===== config.mk =====
export PLATFORM = sky130hd
export DESIGN_NAME = ps2_set1_scancode_to_ascii_fifo
export DESIGN_NICKNAME = d
export VERILOG_FILES = /design/src/sv/ps2a_pkg.sv /design/src/sv/ps2_set1_scancode_to_ascii_fifo.sv /design/src/sv/ps2a_xlate.sv /design/src/sv/ps2a_ring.sv
export VERILOG_INCLUDE_DIRS = /design/src /design/src/sv
export SDC_FILE = /design/constraint.sdc
export NUM_CORES = 2
export LEC_CHECK = 0
export BUFFER_PORTS_ARGS = -buffer_cell sky130_fd_sc_hd__buf_4
export CORE_MARGIN = 2
export CORE_UTILIZATION = 30
export DETAILED_ROUTE_END_ITERATION = 7
export PLACE_DENSITY = 0.44
export RECOVER_POWER = 25
export SKIP_CTS_REPAIR_TIMING = 1
export SLEW_MARGIN = 5
export SYNTH_ARGS = -nofsm -noshare
export SYNTH_HDL_FRONTEND = slang
export SYNTH_MEMORY_MAX_BITS = 65536
export SYNTH_SLANG_ARGS = --single-unit

===== constraint.sdc =====
create_clock -name clock -period 32.4 [get_ports clock]
set_input_delay 3.24 -clock clock [delete_from_list [all_inputs] [get_ports clock]]
set_output_delay 3.24 -clock clock [all_outputs]
set_load 0.02 [all_outputs]

===== src/sv/assert_macros.svh =====
// Assertion macros shared by the keyboard decoder RTL.
`ifndef ASSERT_MACROS_SVH
`define ASSERT_MACROS_SVH

// Property that must hold at every clock edge outside reset.
`define PS2A_ASSERT(lbl, clk, rst, prop, msg) \
   lbl: assert property (@(posedge clk) disable iff (rst) prop) else $error(msg);

// Condition that must never be seen outside reset.
`define PS2A_ASSERT_NEVER(lbl, clk, rst, cond, msg) \
   `PS2A_ASSERT(lbl, clk, rst, !(cond), msg)

`endif


===== src/sv/ps2a_pkg.sv =====
// Package: constants, codes, control types and key maps of the keyboard decoder.
`timescale 1ns / 1ps
package ps2a_pkg;

   localparam int RING_DEPTH_DEF = 256;

   localparam logic [7:0] PREFIX_EXT = 8'hE0;
   localparam logic [7:0] SC_LSHIFT  = 8'h2A;
   localparam logic [7:0] SC_RSHIFT  = 8'h36;
   localparam logic [7:0] SC_LSHIFT_REL = 8'hAA;
   localparam logic [7:0] SC_RSHIFT_REL = 8'hB6;
   localparam logic [7:0] SC_CAPS    = 8'h3A;
   localparam logic [7:0] TABLE_LEN  = 8'd58;

   typedef enum logic [1:0] {
      FUNC_SCAN     = 2'd0,
      FUNC_POP_CHAR = 2'd1,
      FUNC_POP_RAW  = 2'd2,
      FUNC_FLUSH    = 2'd3
   } func_type;

   typedef struct packed {
      logic push;
      logic pop;
      logic flush;
   } ring_ctl_type;

   typedef struct packed {
      logic not_empty;
      logic waiting_next;
   } ring_stat_type;

   function automatic logic [6:0] plain_map(input logic [5:0] idx);
      logic [6:0] c;
      unique case (idx)
         6'd2:  c = 7'h31;  6'd3:  c = 7'h32;  6'd4:  c = 7'h33;  6'd5:  c = 7'h34;
         6'd6:  c = 7'h35;  6'd7:  c = 7'h36;  6'd8:  c = 7'h37;  6'd9:  c = 7'h38;
         6'd10: c = 7'h39;  6'd11: c = 7'h30;  6'd12: c = 7'h2D;  6'd13: c = 7'h3D;
         6'd14: c = 7'h08;  6'd15: c = 7'h09;  6'd16: c = 7'h71;  6'd17: c = 7'h77;
         6'd18: c = 7'h65;  6'd19: c = 7'h72;  6'd20: c = 7'h74;  6'd21: c = 7'h79;
         6'd22: c = 7'h75;  6'd23: c = 7'h69;  6'd24: c = 7'h6F;  6'd25: c = 7'h70;
         6'd26: c = 7'h5B;  6'd27: c = 7'h5D;  6'd28: c = 7'h0A;  6'd30: c = 7'h61;
         6'd31: c = 7'h73;  6'd32: c = 7'h64;  6'd33: c = 7'h66;  6'd34: c = 7'h67;
         6'd35: c = 7'h68;  6'd36: c = 7'h6A;  6'd37: c = 7'h6B;  6'd38: c = 7'h6C;
         6'd39: c = 7'h3B;  6'd40: c = 7'h27;  6'd41: c = 7'h60;  6'd43: c = 7'h5C;
         6'd44: c = 7'h7A;  6'd45: c = 7'h78;  6'd46: c = 7'h63;  6'd47: c = 7'h76;
         6'd48: c = 7'h62;  6'd49: c = 7'h6E;  6'd50: c = 7'h6D;  6'd51: c = 7'h2C;
         6'd52: c = 7'h2E;  6'd53: c = 7'h2F;  6'd55: c = 7'h2A;  6'd57: c = 7'h20;
         default: c = 7'h00;
      endcase
      return c;
   endfunction

   function automatic logic [6:0] shifted_map(input logic [5:0] idx);
      logic [6:0] c;
      unique case (idx)
         6'd2:  c = 7'h21;  6'd3:  c = 7'h40;  6'd4:  c = 7'h23;  6'd5:  c = 7'h24;
         6'd6:  c = 7'h25;  6'd7:  c = 7'h5E;  6'd8:  c = 7'h26;  6'd9:  c = 7'h2A;
         6'd10: c = 7'h28;  6'd11: c = 7'h29;  6'd12: c = 7'h5F;  6'd13: c = 7'h2B;
         6'd14: c = 7'h08;  6'd15: c = 7'h09;  6'd16: c = 7'h51;  6'd17: c = 7'h57;
         6'd18: c = 7'h45;  6'd19: c = 7'h52;  6'd20: c = 7'h54;  6'd21: c = 7'h59;
         6'd22: c = 7'h55;  6'd23: c = 7'h49;  6'd24: c = 7'h4F;  6'd25: c = 7'h50;
         6'd26: c = 7'h7B;  6'd27: c = 7'h7D;  6'd28: c = 7'h0A;  6'd30: c = 7'h41;
         6'd31: c = 7'h53;  6'd32: c = 7'h44;  6'd33: c = 7'h46;  6'd34: c = 7'h47;
         6'd35: c = 7'h48;  6'd36: c = 7'h4A;  6'd37: c = 7'h4B;  6'd38: c = 7'h4C;
         6'd39: c = 7'h3A;  6'd40: c = 7'h22;  6'd41: c = 7'h7E;  6'd43: c = 7'h7C;
         6'd44: c = 7'h5A;  6'd45: c = 7'h58;  6'd46: c = 7'h43;  6'd47: c = 7'h56;
         6'd48: c = 7'h42;  6'd49: c = 7'h4E;  6'd50: c = 7'h4D;  6'd51: c = 7'h3C;
         6'd52: c = 7'h3E;  6'd53: c = 7'h3F;  6'd55: c = 7'h2A;  6'd57: c = 7'h20;
         default: c = 7'h00;
      endcase
      return c;
   endfunction

endpackage


===== src/sv/ps2_set1_scancode_to_ascii_fifo.sv =====
// Top level: PS/2 set-1 keyboard decoder with character and raw scan-code rings.
`timescale 1ns / 1ps
`include "assert_macros.svh"
// Usage:
//   Requests arrive on req_ (func, scan_byte); every request yields exactly one
//   response on rsp_. func 0 pushes a scan code into the raw ring, translates it
//   and pushes any non-zero character into the character ring; func 1 pops a
//   character, func 2 pops a raw code, func 3 flushes the character ring.
//   A request is taken into an input register, then one pass of table lookup,
//   flag update and ring push/pop fills the response register, which drives
//   rsp_tvalid. One request per cycle is sustained while rsp_tready stays high;
//   each ring memory has one write and one registered read port per cycle.
//   Popped data comes from the ring read register, loaded in the same pass.
//   Reset clears the shift and caps flags and all ring pointers; ring memories
//   are not cleared and need no clearing pass. While rsp_tready is low the
//   response holds, the input register fills and then req_tready drops.
module ps2_set1_scancode_to_ascii_fifo
   import ps2a_pkg::*;
#(
   parameter int RING_DEPTH = RING_DEPTH_DEF
) (
   input  logic        clock,
   input  logic        reset,
   input  logic        req_tvalid,
   output logic        req_tready,
   input  logic [15:0] req_tdata,  // [1:0] func, [9:2] scan_byte, [15:10] zero
   output logic        rsp_tvalid,
   input  logic        rsp_tready,
   // [0] char_valid, [7:1] char_out, [8] raw_valid, [16:9] raw_out,
   // [17] chars_waiting, [18] raws_waiting, [23:19] zero
   output logic [23:0] rsp_tdata
);

   logic       in_valid_ff;
   func_type   func_ff;
   logic [7:0] scan_ff;
   logic       advance;

   ring_ctl_type  char_ctl, raw_ctl;
   ring_stat_type char_stat, raw_stat;
   logic [6:0]    char_rd_ff;
   logic [7:0]    raw_rd_ff;
   logic [6:0]    xlat_char;

   logic       rsp_valid_ff;
   logic       char_valid_ff, char_valid_in;
   logic       char_pop_ff;
   logic [6:0] xlat_ff;
   logic       raw_valid_ff, raw_valid_in;
   logic       chars_wait_ff, raws_wait_ff;
   logic [6:0] char_field;
   logic [7:0] raw_field;

   assign advance    = in_valid_ff && (!rsp_valid_ff || rsp_tready);
   assign req_tready = !in_valid_ff || advance;

   always_ff @(posedge clock) begin
      if (reset) begin
         in_valid_ff <= 1'b0;
      end else if (req_tready) begin
         in_valid_ff <= req_tvalid;
      end
   end

   // hold the request payload until it is processed
   always_ff @(posedge clock) begin
      if (req_tvalid && req_tready) begin
         func_ff <= func_type'(req_tdata[1:0]);
         scan_ff <= req_tdata[9:2];
      end
   end

   ps2a_xlate u_xlate (
      .clock    (clock),
      .reset    (reset),
      .en       (advance && func_ff == FUNC_SCAN),
      .scan     (scan_ff),
      .char_out (xlat_char)
   );

   assign char_ctl.push  = advance && func_ff == FUNC_SCAN && xlat_char != 7'h00;
   assign char_ctl.pop   = advance && func_ff == FUNC_POP_CHAR;
   assign char_ctl.flush = advance && func_ff == FUNC_FLUSH;
   assign raw_ctl.push   = advance && func_ff == FUNC_SCAN;
   assign raw_ctl.pop    = advance && func_ff == FUNC_POP_RAW;
   assign raw_ctl.flush  = 1'b0;

   ps2a_ring #(.DEPTH(RING_DEPTH), .DATA_W(7)) u_char_ring (
      .clock      (clock),
      .reset      (reset),
      .ctl        (char_ctl),
      .push_data  (xlat_char),
      .stat       (char_stat),
      .rd_data_ff (char_rd_ff)
   );

   ps2a_ring #(.DEPTH(RING_DEPTH), .DATA_W(8)) u_raw_ring (
      .clock      (clock),
      .reset      (reset),
      .ctl        (raw_ctl),
      .push_data  (scan_ff),
      .stat       (raw_stat),
      .rd_data_ff (raw_rd_ff)
   );

   assign char_valid_in = char_ctl.push || (char_ctl.pop && char_stat.not_empty);
   assign raw_valid_in  = raw_ctl.pop && raw_stat.not_empty;

   always_ff @(posedge clock) begin
      if (reset) begin
         rsp_valid_ff <= 1'b0;
      end else if (advance) begin
         rsp_valid_ff <= 1'b1;
      end else if (rsp_tready) begin
         rsp_valid_ff <= 1'b0;
      end
   end

   always_ff @(posedge clock) begin
      if (advance) begin
         char_valid_ff <= char_valid_in;
         char_pop_ff   <= (func_ff == FUNC_POP_CHAR);
         xlat_ff       <= xlat_char;
         raw_valid_ff  <= raw_valid_in;
         chars_wait_ff <= char_stat.waiting_next;
         raws_wait_ff  <= raw_stat.waiting_next;
      end
   end

   assign char_field = !char_valid_ff ? 7'h00 : (char_pop_ff ? char_rd_ff : xlat_ff);
   assign raw_field  = raw_valid_ff ? raw_rd_ff : 8'h00;

   assign rsp_tvalid = rsp_valid_ff;
   assign rsp_tdata  = {5'b0, raws_wait_ff, chars_wait_ff, raw_field, raw_valid_ff,
                        char_field, char_valid_ff};

   `PS2A_ASSERT(a_char_nonzero, clock, reset, (rsp_valid_ff && char_valid_ff && !char_pop_ff) |-> (xlat_ff != 7'h00), "translated character is zero")
   `PS2A_ASSERT_NEVER(a_one_kind, clock, reset, rsp_valid_ff && char_valid_ff && raw_valid_ff, "response carries both a character and a raw code")

endmodule


===== src/sv/ps2a_xlate.sv =====
// Scan-code translator: shift and caps-lock flags and the key map lookup.
`timescale 1ns / 1ps
module ps2a_xlate
   import ps2a_pkg::*;
(
   input  logic       clock,
   input  logic       reset,
   input  logic       en,
   input  logic [7:0] scan,
   output logic [6:0] char_out
);

   logic shift_ff, shift_in;
   logic caps_ff, caps_in;
   logic [6:0] map_char;

   always_comb begin
      shift_in = shift_ff;
      caps_in  = caps_ff;
      char_out = 7'h00;
      map_char = shift_ff ? shifted_map(scan[5:0]) : plain_map(scan[5:0]);
      priority if (scan == PREFIX_EXT) begin
         char_out = 7'h00;
      end else if (scan == SC_LSHIFT || scan == SC_RSHIFT) begin
         shift_in = 1'b1;
      end else if (scan == SC_LSHIFT_REL || scan == SC_RSHIFT_REL) begin
         shift_in = 1'b0;
      end else if (scan == SC_CAPS) begin
         caps_in = !caps_ff;
      end else if (scan[7] || scan >= TABLE_LEN) begin
         char_out = 7'h00;
      end else begin
         char_out = map_char;
         // caps lock swaps the case of letters only
         if (caps_ff && ((map_char >= 7'h61 && map_char <= 7'h7A) ||
                         (map_char >= 7'h41 && map_char <= 7'h5A))) begin
            char_out = map_char ^ 7'h20;
         end
      end
   end

   always_ff @(posedge clock) begin
      if (reset) begin
         shift_ff <= 1'b0;
         caps_ff  <= 1'b0;
      end else if (en) begin
         shift_ff <= shift_in;
         caps_ff  <= caps_in;
      end
   end

endmodule


===== src/sv/ps2a_ring.sv =====
// Ring buffer with one slot kept empty; a push into a full ring drops the oldest entry.
`timescale 1ns / 1ps
`include "assert_macros.svh"
module ps2a_ring
   import ps2a_pkg::*;
#(
   parameter int DEPTH  = RING_DEPTH_DEF,
   parameter int DATA_W = 8
) (
   input  logic              clock,
   input  logic              reset,
   input  ring_ctl_type      ctl,
   input  logic [DATA_W-1:0] push_data,
   output ring_stat_type     stat,
   output logic [DATA_W-1:0] rd_data_ff
);

   localparam int PTR_W = $clog2(DEPTH);
   localparam logic [PTR_W-1:0] LAST_PTR = PTR_W'(DEPTH - 1);

   logic [DATA_W-1:0] mem_ff [DEPTH];
   logic [PTR_W-1:0]  rd_ptr_ff, rd_ptr_in;
   logic [PTR_W-1:0]  wr_ptr_ff, wr_ptr_in;
   logic [PTR_W-1:0]  wr_next, rd_next;

   assign wr_next = (wr_ptr_ff == LAST_PTR) ? '0 : wr_ptr_ff + 1'b1;
   assign rd_next = (rd_ptr_ff == LAST_PTR) ? '0 : rd_ptr_ff + 1'b1;

   assign stat.not_empty = (rd_ptr_ff != wr_ptr_ff);

   always_comb begin
      rd_ptr_in = rd_ptr_ff;
      wr_ptr_in = wr_ptr_ff;
      priority if (ctl.flush) begin
         rd_ptr_in = '0;
         wr_ptr_in = '0;
      end else if (ctl.push) begin
         wr_ptr_in = wr_next;
         // full: drop the oldest entry
         if (wr_next == rd_ptr_ff) begin
            rd_ptr_in = rd_next;
         end
      end else if (ctl.pop && stat.not_empty) begin
         rd_ptr_in = rd_next;
      end
   end

   assign stat.waiting_next = (rd_ptr_in != wr_ptr_in);

   always_ff @(posedge clock) begin
      if (reset) begin
         rd_ptr_ff <= '0;
         wr_ptr_ff <= '0;
      end else begin
         rd_ptr_ff <= rd_ptr_in;
         wr_ptr_ff <= wr_ptr_in;
      end
   end

   always_ff @(posedge clock) begin
      if (ctl.push) begin
         mem_ff[wr_ptr_ff] <= push_data;
      end
      if (ctl.pop && stat.not_empty) begin
         rd_data_ff <= mem_ff[rd_ptr_ff];
      end
   end

   `PS2A_ASSERT(a_flush_empties, clock, reset, ctl.flush |=> (rd_ptr_ff == '0 && wr_ptr_ff == '0), "ring not empty after flush")
   `PS2A_ASSERT_NEVER(a_ptr_range, clock, reset, wr_ptr_ff > LAST_PTR || rd_ptr_ff > LAST_PTR, "ring pointer beyond depth")

endmodule


Word-level counts from Yosys, hierarchy flattened
Memories as Yosys holds them, arrays and structs flattened. A register that Yosys moved wholly into a read port is not among the register bits.
Cells that the tools add are included.
{ "classes": {"n_bitwise": 4, "n_eq_ne": 19, "addsub": 4, "mux": 34, "magnitude_cmp": 5, "reduce_logical": 28} }
{ "op_table": {"columns": ["op", "n"], "rows": [
  ["$mux 8", 15],
  ["$eq 8x8->1 const B", 7],
  ["$mux 7", 8],
  ["$add 8x1->8 const B", 4],
  ["$ne 8x8->1", 4],
  ["$eq 8x6->1 const B", 3],
  ["$mux 6", 3],
  ["$eq 8x8->1", 2],
  ["$ge 7x7->1 const B", 2],
  ["$le 7x7->1 const B", 2],
  ["$logic_and 1x1->1", 12],
  ["$ge 8x6->1 const B", 1],
  ["$mux 1", 8],
  ["$logic_or 1x1->1", 7],
  ["$reduce_bool 7->1", 1],
  ["$reduce_and 5->1", 1],
  ["$eq 2x2->1 const B", 2],
  ["$not 1->1", 4],
  ["$reduce_bool 2->1", 2],
  ["$logic_not 1->1", 3],
  ["$reduce_and 3->1", 1],
  ["$eq 2x1->1 const B", 1],
  ["$logic_not 2->1", 1]
]} }
{ "word_totals": {"rom_bits": 896, "ram_bits": 3840, "n_memories": 4, "output_inout_bits": 26, "in_bits": 20, "regBits": 58} }
{ "mem_list": {"columns": ["name", "words", "width", "read_ports", "rd_clocked_by_memory_dff", "write_ports", "line_no", "source"], "rows": [
  ["u_raw_ring.mem_ff", 256, 8, 1, 1, 1, "ps2a_ring.sv:21", "logic [DATA_W-1:0] mem_ff [DEPTH];"],
  ["u_char_ring.mem_ff", 256, 7, 1, 1, 1, "ps2a_ring.sv:21", null],
  ["(name not given)", 64, 7, 1, 1, 0, "ps2a_pkg.sv:56", "unique case (idx)"],
  ["(name not given)", 64, 7, 1, 1, 0, "ps2a_pkg.sv:35", "unique case (idx)"]
]} }

Depth between registers and ports, before layout
{ "depth": {"word_depth": 16, "depth_mapped": 14, "ltp_nobuf": 12} }

Modules after synthesis
Synthesis repeated with hierarchy kept, for this count alone.
{ "unflattened": {"cells_unflattened": 6776, "hier_area_um2": 153734.9} }
{ "by_module_without_submodules": {"columns": ["mod", "area_each_um2", "seq_area_each_um2", "cells_per_inst", "instances"], "rows": [
  ["ps2a_ring (u_raw_ring)", 80398.4, 62059.5, 3414, 1],
  ["ps2a_ring (u_char_ring)", 70935.5, 54342.1, 3085, 1],
  ["ps2a_xlate", 1318.8, 40.0, 198, 1],
  ["ps2_set1_scancode_to_ascii_fifo", 1082.3, 700.7, 79, 1]
]} }

Worst setup path before layout
Ideal clock, no wire load.
{ "synth_timing": {"path_kind": "reg-to-reg", "startpoint": "register scan_ff[2]", "endpoint": "memory u_char_ring.mem_ff[0][6] (data pin)", "path_slack_ps": 20611, "t_required_ps": 30933, "n_path_buf": 0, "setup_ps": 1467, "path_stages_with_launch": 4, "t_arrival_ps": 10321, "path_cell_list": "edfxtp_1 mux2i_1 o211ai_1 nor2b_1"} }
{ "synth_via": {"elab_chain_len": 7, "elab_cells_between_ends": 15, "cone_classes": "order compare (1); eq/ne (6); mux (5); reduce/logical (3)"} }
{ "synth_rtl": {"columns": ["item", "line_no", "source"], "rows": [
  ["start: declaration", "ps2_set1_scancode_to_ascii_fifo.sv:36", "logic [7:0] scan_ff;"],
  ["start signal: assignment", "ps2_set1_scancode_to_ascii_fifo.sv:69", "scan_ff <= req_tdata[9:2];"],
  ["$ge 8x6->1", "ps2a_xlate.sv:30", "end else if (scan[7] || scan >= TABLE_LEN) begin"],
  ["$logic_or 1x1->1", "ps2a_xlate.sv:30", null],
  ["$mux 7", "ps2a_xlate.sv:30", null],
  ["$mux 7", "ps2a_xlate.sv:28", "end else if (scan == SC_CAPS) begin"],
  ["$mux 7", "ps2a_xlate.sv:26", "end else if (scan == SC_LSHIFT_REL || scan == SC_RSHIFT_REL) begin"],
  ["$mux 7", "ps2a_xlate.sv:24", "end else if (scan == SC_LSHIFT || scan == SC_RSHIFT) begin"],
  ["$mux 7 (*)", "ps2a_xlate.sv:22", "priority if (scan == PREFIX_EXT) begin"],
  ["named net u_char_ring.push_data[6]", "ps2a_ring.sv:13", "input logic [DATA_W-1:0] push_data,"],
  ["end: declaration", "ps2a_ring.sv:21", null]
]} }
The timed path passes the listed nets; every way through them passes the cells marked *.

Final worst setup path
{ "layout_timing": {"startpoint": "register scan_ff[5]", "endpoint": "memory u_char_ring.mem_ff[266][1] (netlist: u_char_ring.mem_ff[133][1]) (data pin)"} }
The elaborated chain is that of the path after synthesis.

==> reports/metrics.sh <==
STATUS='complete, but fails checks'
FAILING_CHECKS='max-capacitance violations, max-slew violations'
ANTENNA_FOUND_INITIAL=20
CRIT_PATH_START_KIND='flop'
H-TREE-DEPTH=5
POST_SYNTH_NUM_CELL_TYPES=72
SYNTHADDERAREAFRAC_PCT=0.171
GLOBAL_ROUTE.USAGE.TOTAL_PCT=15.3
FINAL_MAX_TRAN_VIOLS=2220
TIMING.HOLD.WORST_ENDPOINT='u_xlate.caps_ff$_SDFFE_PP0P_'
SYNTH_TOP_CELLS_BY_AREA='edfxtp_1, mux4_2, nor2_1'
PERIOD_NEEDED_PS=13240
POST_ROUTE_CELLS_DRIVE_ABOVE_1_SHARE_PCT=27.1
TRITONCTS='yes'
CLOCK_TREE.ROOT_CELL='clkbuf_16'
POWER-PER-CELL-AREA_mW_PER_MM2=58.8
ROWS=263
SETUP_TNS_PS=0
SYNTH_COMPOUND_GATE_AREA_SHARE_PCT=0.778
REMAINING_DRC_ERRORS=0
SYNTHESIS.YOSYS.WARNINGS=0
PATH_CLASS='flop to flop'
SYNTH_LARGEST_AREA_CELL='edfxtp_1'
DIE_Y_UM=720
DIE_X_UM=720
WORSTHOLDPATHTYPE='flop to flop'
WL_UM=407000
PLACEMENT.SETUP.WORST_SLACK_PS=24950
SYNTHSIMPLEGATEAREAFRAC_PCT=2.45
SYNTH_TOP_FAMILY_BY_AREA='multiplexers'
YS.FLOP_TYPE='edfxtp_1'
ESTIMATED_WIRELENGTH_OF_THE_DETAIL_PLACED_DESIGN_UM=239000
SYNTH.TOP_CELL.AREA_SHARE_PCT=75.6
FINAL-SETUP-VIOL-COUNT=0
WORST_PIN_SLEW_PS=8950
CPMAXSTAGEDELAYCELL='clkbuf_1'
SYNTHXORXNORAREAFRAC_PCT=0.330
GRT.OVERFLOW.TOTAL=0
SYN_AREA_MM2=0.154
SETUP_SLACK_PS=19160
COREAREA_MM2=0.512
MIN-DELAY-START='u_xlate.caps_ff$_SDFFE_PP0P_'
TIMING.CRITICAL_PATH.FANOUT_MAX=175
R2R-START='scan_ff[5]$_DFFE_PP_'
SYN_AREA_PER_CELL_UM2=22.5
POWER_LEAKAGE_nW=48.5
WORST_PATH_DOMINANT_CELL_FAMILY='buffers and inverters'
HOLD_VIOL=0
TRITONCTS.NUM_BUFFERS=415
IR_DROP_uV=41.1
R2R_END='u_char_ring.mem_ff[133][1]$_DFFE_PP_'
WORST_SLEW_MARGIN_REL_PCT=-497
FINCLKSKEW_PS=52.3
DETAILEDROUTE.FIRSTITERATIONVIOLATIONS=6209
CP.REQUIRED_PS=32930
HOLD_PATH_DEPTH=2
SYNTH.MOST_COMMON_CELL='edfxtp_1'
ANT_NETS=0
IO-PIN-COUNT=46
SYNTHTOPCELLSBYCOUNT='edfxtp_1, mux4_2, nor2_1'
DR.PASS1.ITERS=5
VIAS=70300
CPPEAKSTAGEDELAY_PS=5530
FMAX_GHz=0.0755
GRT_SETUP_UNREPAIRED='no'
WORST_PATH_CELL_CHAIN='clkbuf_1, o2111ai_1, o211ai_1, clkbuf_1, nor2_4, clkbuf_1, buf_4'
DP_CELLS=13300
CP_NUM_BUF_INV=4
MAXCAPVIOLATIONS=26
TOTAL_POWER_mW=10.3
DIE_AREA_MM2=0.519
AVGROUTEDWIREPERCELL_UM=28.9
WORST_SETUP_HOLD_PATH_CLK_SLEW_PS=60
RATIO_OF_FINAL_MINIMUM_PERIOD_TO_CLOCK_PERIOD_PCT=40.9
CLOCK_INSERTION_DELAY_WORST_SKEW_PS=990
CLOCK_SINKS=3927
ROUTED_VIAS_INST=4.99
VIA_COUNT_OF_THE_FIRST_GLOBAL_ROUTING_PASS=73600
POST_SYNTH_INST_COUNT=6829
POSTSYNTHREGISTERBITS=3927
FIN_NETS=7040
CRIT_TOP_CELL='clkbuf_1'
YOSYS-MUX-AREA-FRACTION_PCT=18.8
SYNTHTOLAYOUTAREAGROWTH_PCT=13.5
SYNTH_ASYNC_SR_FLOP_SHARE_PCT=0
WORST-R2R-CELL-COUNT=7
GRT_PASS1_WL_UM=572000
SYNTH.YOSYS.SEQ_AREA_SHARE_PCT=76.3
RRSETUPSLACK_PS=19160
GRT_MAX_DEGREE=183
FINISH.CELL_COUNT_WITHOUT_FILLERS=14100
GLOBALPLACE.CONGESTION=0.780
SYNTH_ENABLE_FLOP_CELLS=3877
INITIAL_CORE_UTILIZATION_PCT=30.1
PLACE.PORT_BUFFERS=34
CTS-ROOT-TO-SINK-BUFFERS=4
WORSTSETUPENDPOINTTYPE='flop'
CP_DATA_ARRIVAL_TIME_PS=13770
[sequential cells by signal (all words and copies together) (netlist names), 2 cells and up, named ones only]
register and cells:
u_raw_ring.mem_ff 2048, u_char_ring.mem_ff 1792, scan_ff 8, u_char_ring.rd_ptr_ff 8, u_char_ring.wr_ptr_ff 8, u_raw_ring.rd_data_ff 8
u_raw_ring.rd_ptr_ff 8, u_raw_ring.wr_ptr_ff 8, u_char_ring.rd_data_ff 7, xlat_ff 7, func_ff 2
[where the power goes]
part | switching, mW | total (mW) | internal, mW
Clock | 1.95 | 4.49 | 2.54
Sequential | 0.00595 | 5.61 | 5.61
Combinational | 0.134 | 0.162 | 0.0274
[worst reg2reg max path: cells and delay by family (launching register included)]
kind	cells	cell delay [ps]
flops	1	310
simple gates	1	40
buf+inv	4	11160
compound gates	2	1190
[how the worst max path moves through the flow]
stage | slack [ps] | end | from | cells after the start
floorplan | 20610 | u_char_ring.mem_ff[0][6]$_DFFE_PP_ | scan_ff[2]$_DFFE_PP_ | 3
global placement | 25010 | u_char_ring.mem_ff[112][0]$_DFFE_PP_ | rsp_tready | 7
detailed placement | 24950 | u_char_ring.mem_ff[126][2]$_DFFE_PP_ | rsp_tready | 7
CTS | 25050 | req_tready | rsp_tready | 4
global route | 17460 | u_char_ring.mem_ff[213][1]$_DFFE_PP_ | scan_ff[5]$_DFFE_PP_ | 7
finish | 19160 | u_char_ring.mem_ff[133][1]$_DFFE_PP_ | scan_ff[5]$_DFFE_PP_ | 7
[layout by cell type, fill, tap and decap left out, types with 33 or more instances in the layout]
| master | n |
|---|---|
| clkinv_1 | 106 |
| clkbuf_16 | 424 |
| buf_4 | 113 |
| clkbuf_1 | 136 |
| nand2_1 | 95 |
| dfxtp_1 | 38 |
| a21oi_1 | 54 |
| o21ai_0 | 51 |
| xnor2_1 | 39 |
| edfxtp_1 | 3877 |
| nand3_1 | 43 |
| mux2i_1 | 36 |
| nor2b_1 | 33 |
| clkinv_2 | 55 |
| mux4_2 | 1262 |
| nor2_1 | 584 |
[through the flow]
| stage | hold WS [ps] | util [%] | area, um2 |
|---|---|---|---|
| detailed placement | 534 | 31.7 | 162000 |
| global route | 608 | 34.1 | 175000 |
| CTS | 553 | 34.2 | 175000 |
| global placement | 541 | 31.7 | 162000 |
| finish | 546 | 34.1 | 175000 |
| floorplan | 484 | - | 154000 |
[metal layers]
metal  up-vias  GRT usage, %  part of all wire [%]
met3       460          2.41                   5.0
met1     38900          21.6                    45
met5         -             0                     0
met4         0          3.18                   2.0
li1      29200             -                     -
met2      1719          25.1                    48
[kinds of logic (layout without fill, tap and decap cells)]
logic type | count (synthesis) | after routing
simple gates | 886 | 886
mux | 1315 | 1315
buf+inv | 432 | 918
compound gates | 189 | 189
xor+xnor | 58 | 58
fa+ha+maj | 21 | 21
flops | 3927 | 3927
other cells | 1 | 13
[area by class of cell]
| cell class | count | area (um2) |
|---|---|---|
| fill | 47500 | 337000 |
| sequential | 3927 | 117000 |
| multi-input combinational | 2474 | 34900 |
| clock buffer | 527 | 11000 |
| tap | 6757 | 8450 |
| clock inverter | 210 | 1590 |
| timing repair buffer | 160 | 1200 |
| inverter | 21 | 91.3 |
| antenna | 8 | 20.0 |
(Power assumes the default switching activity.)
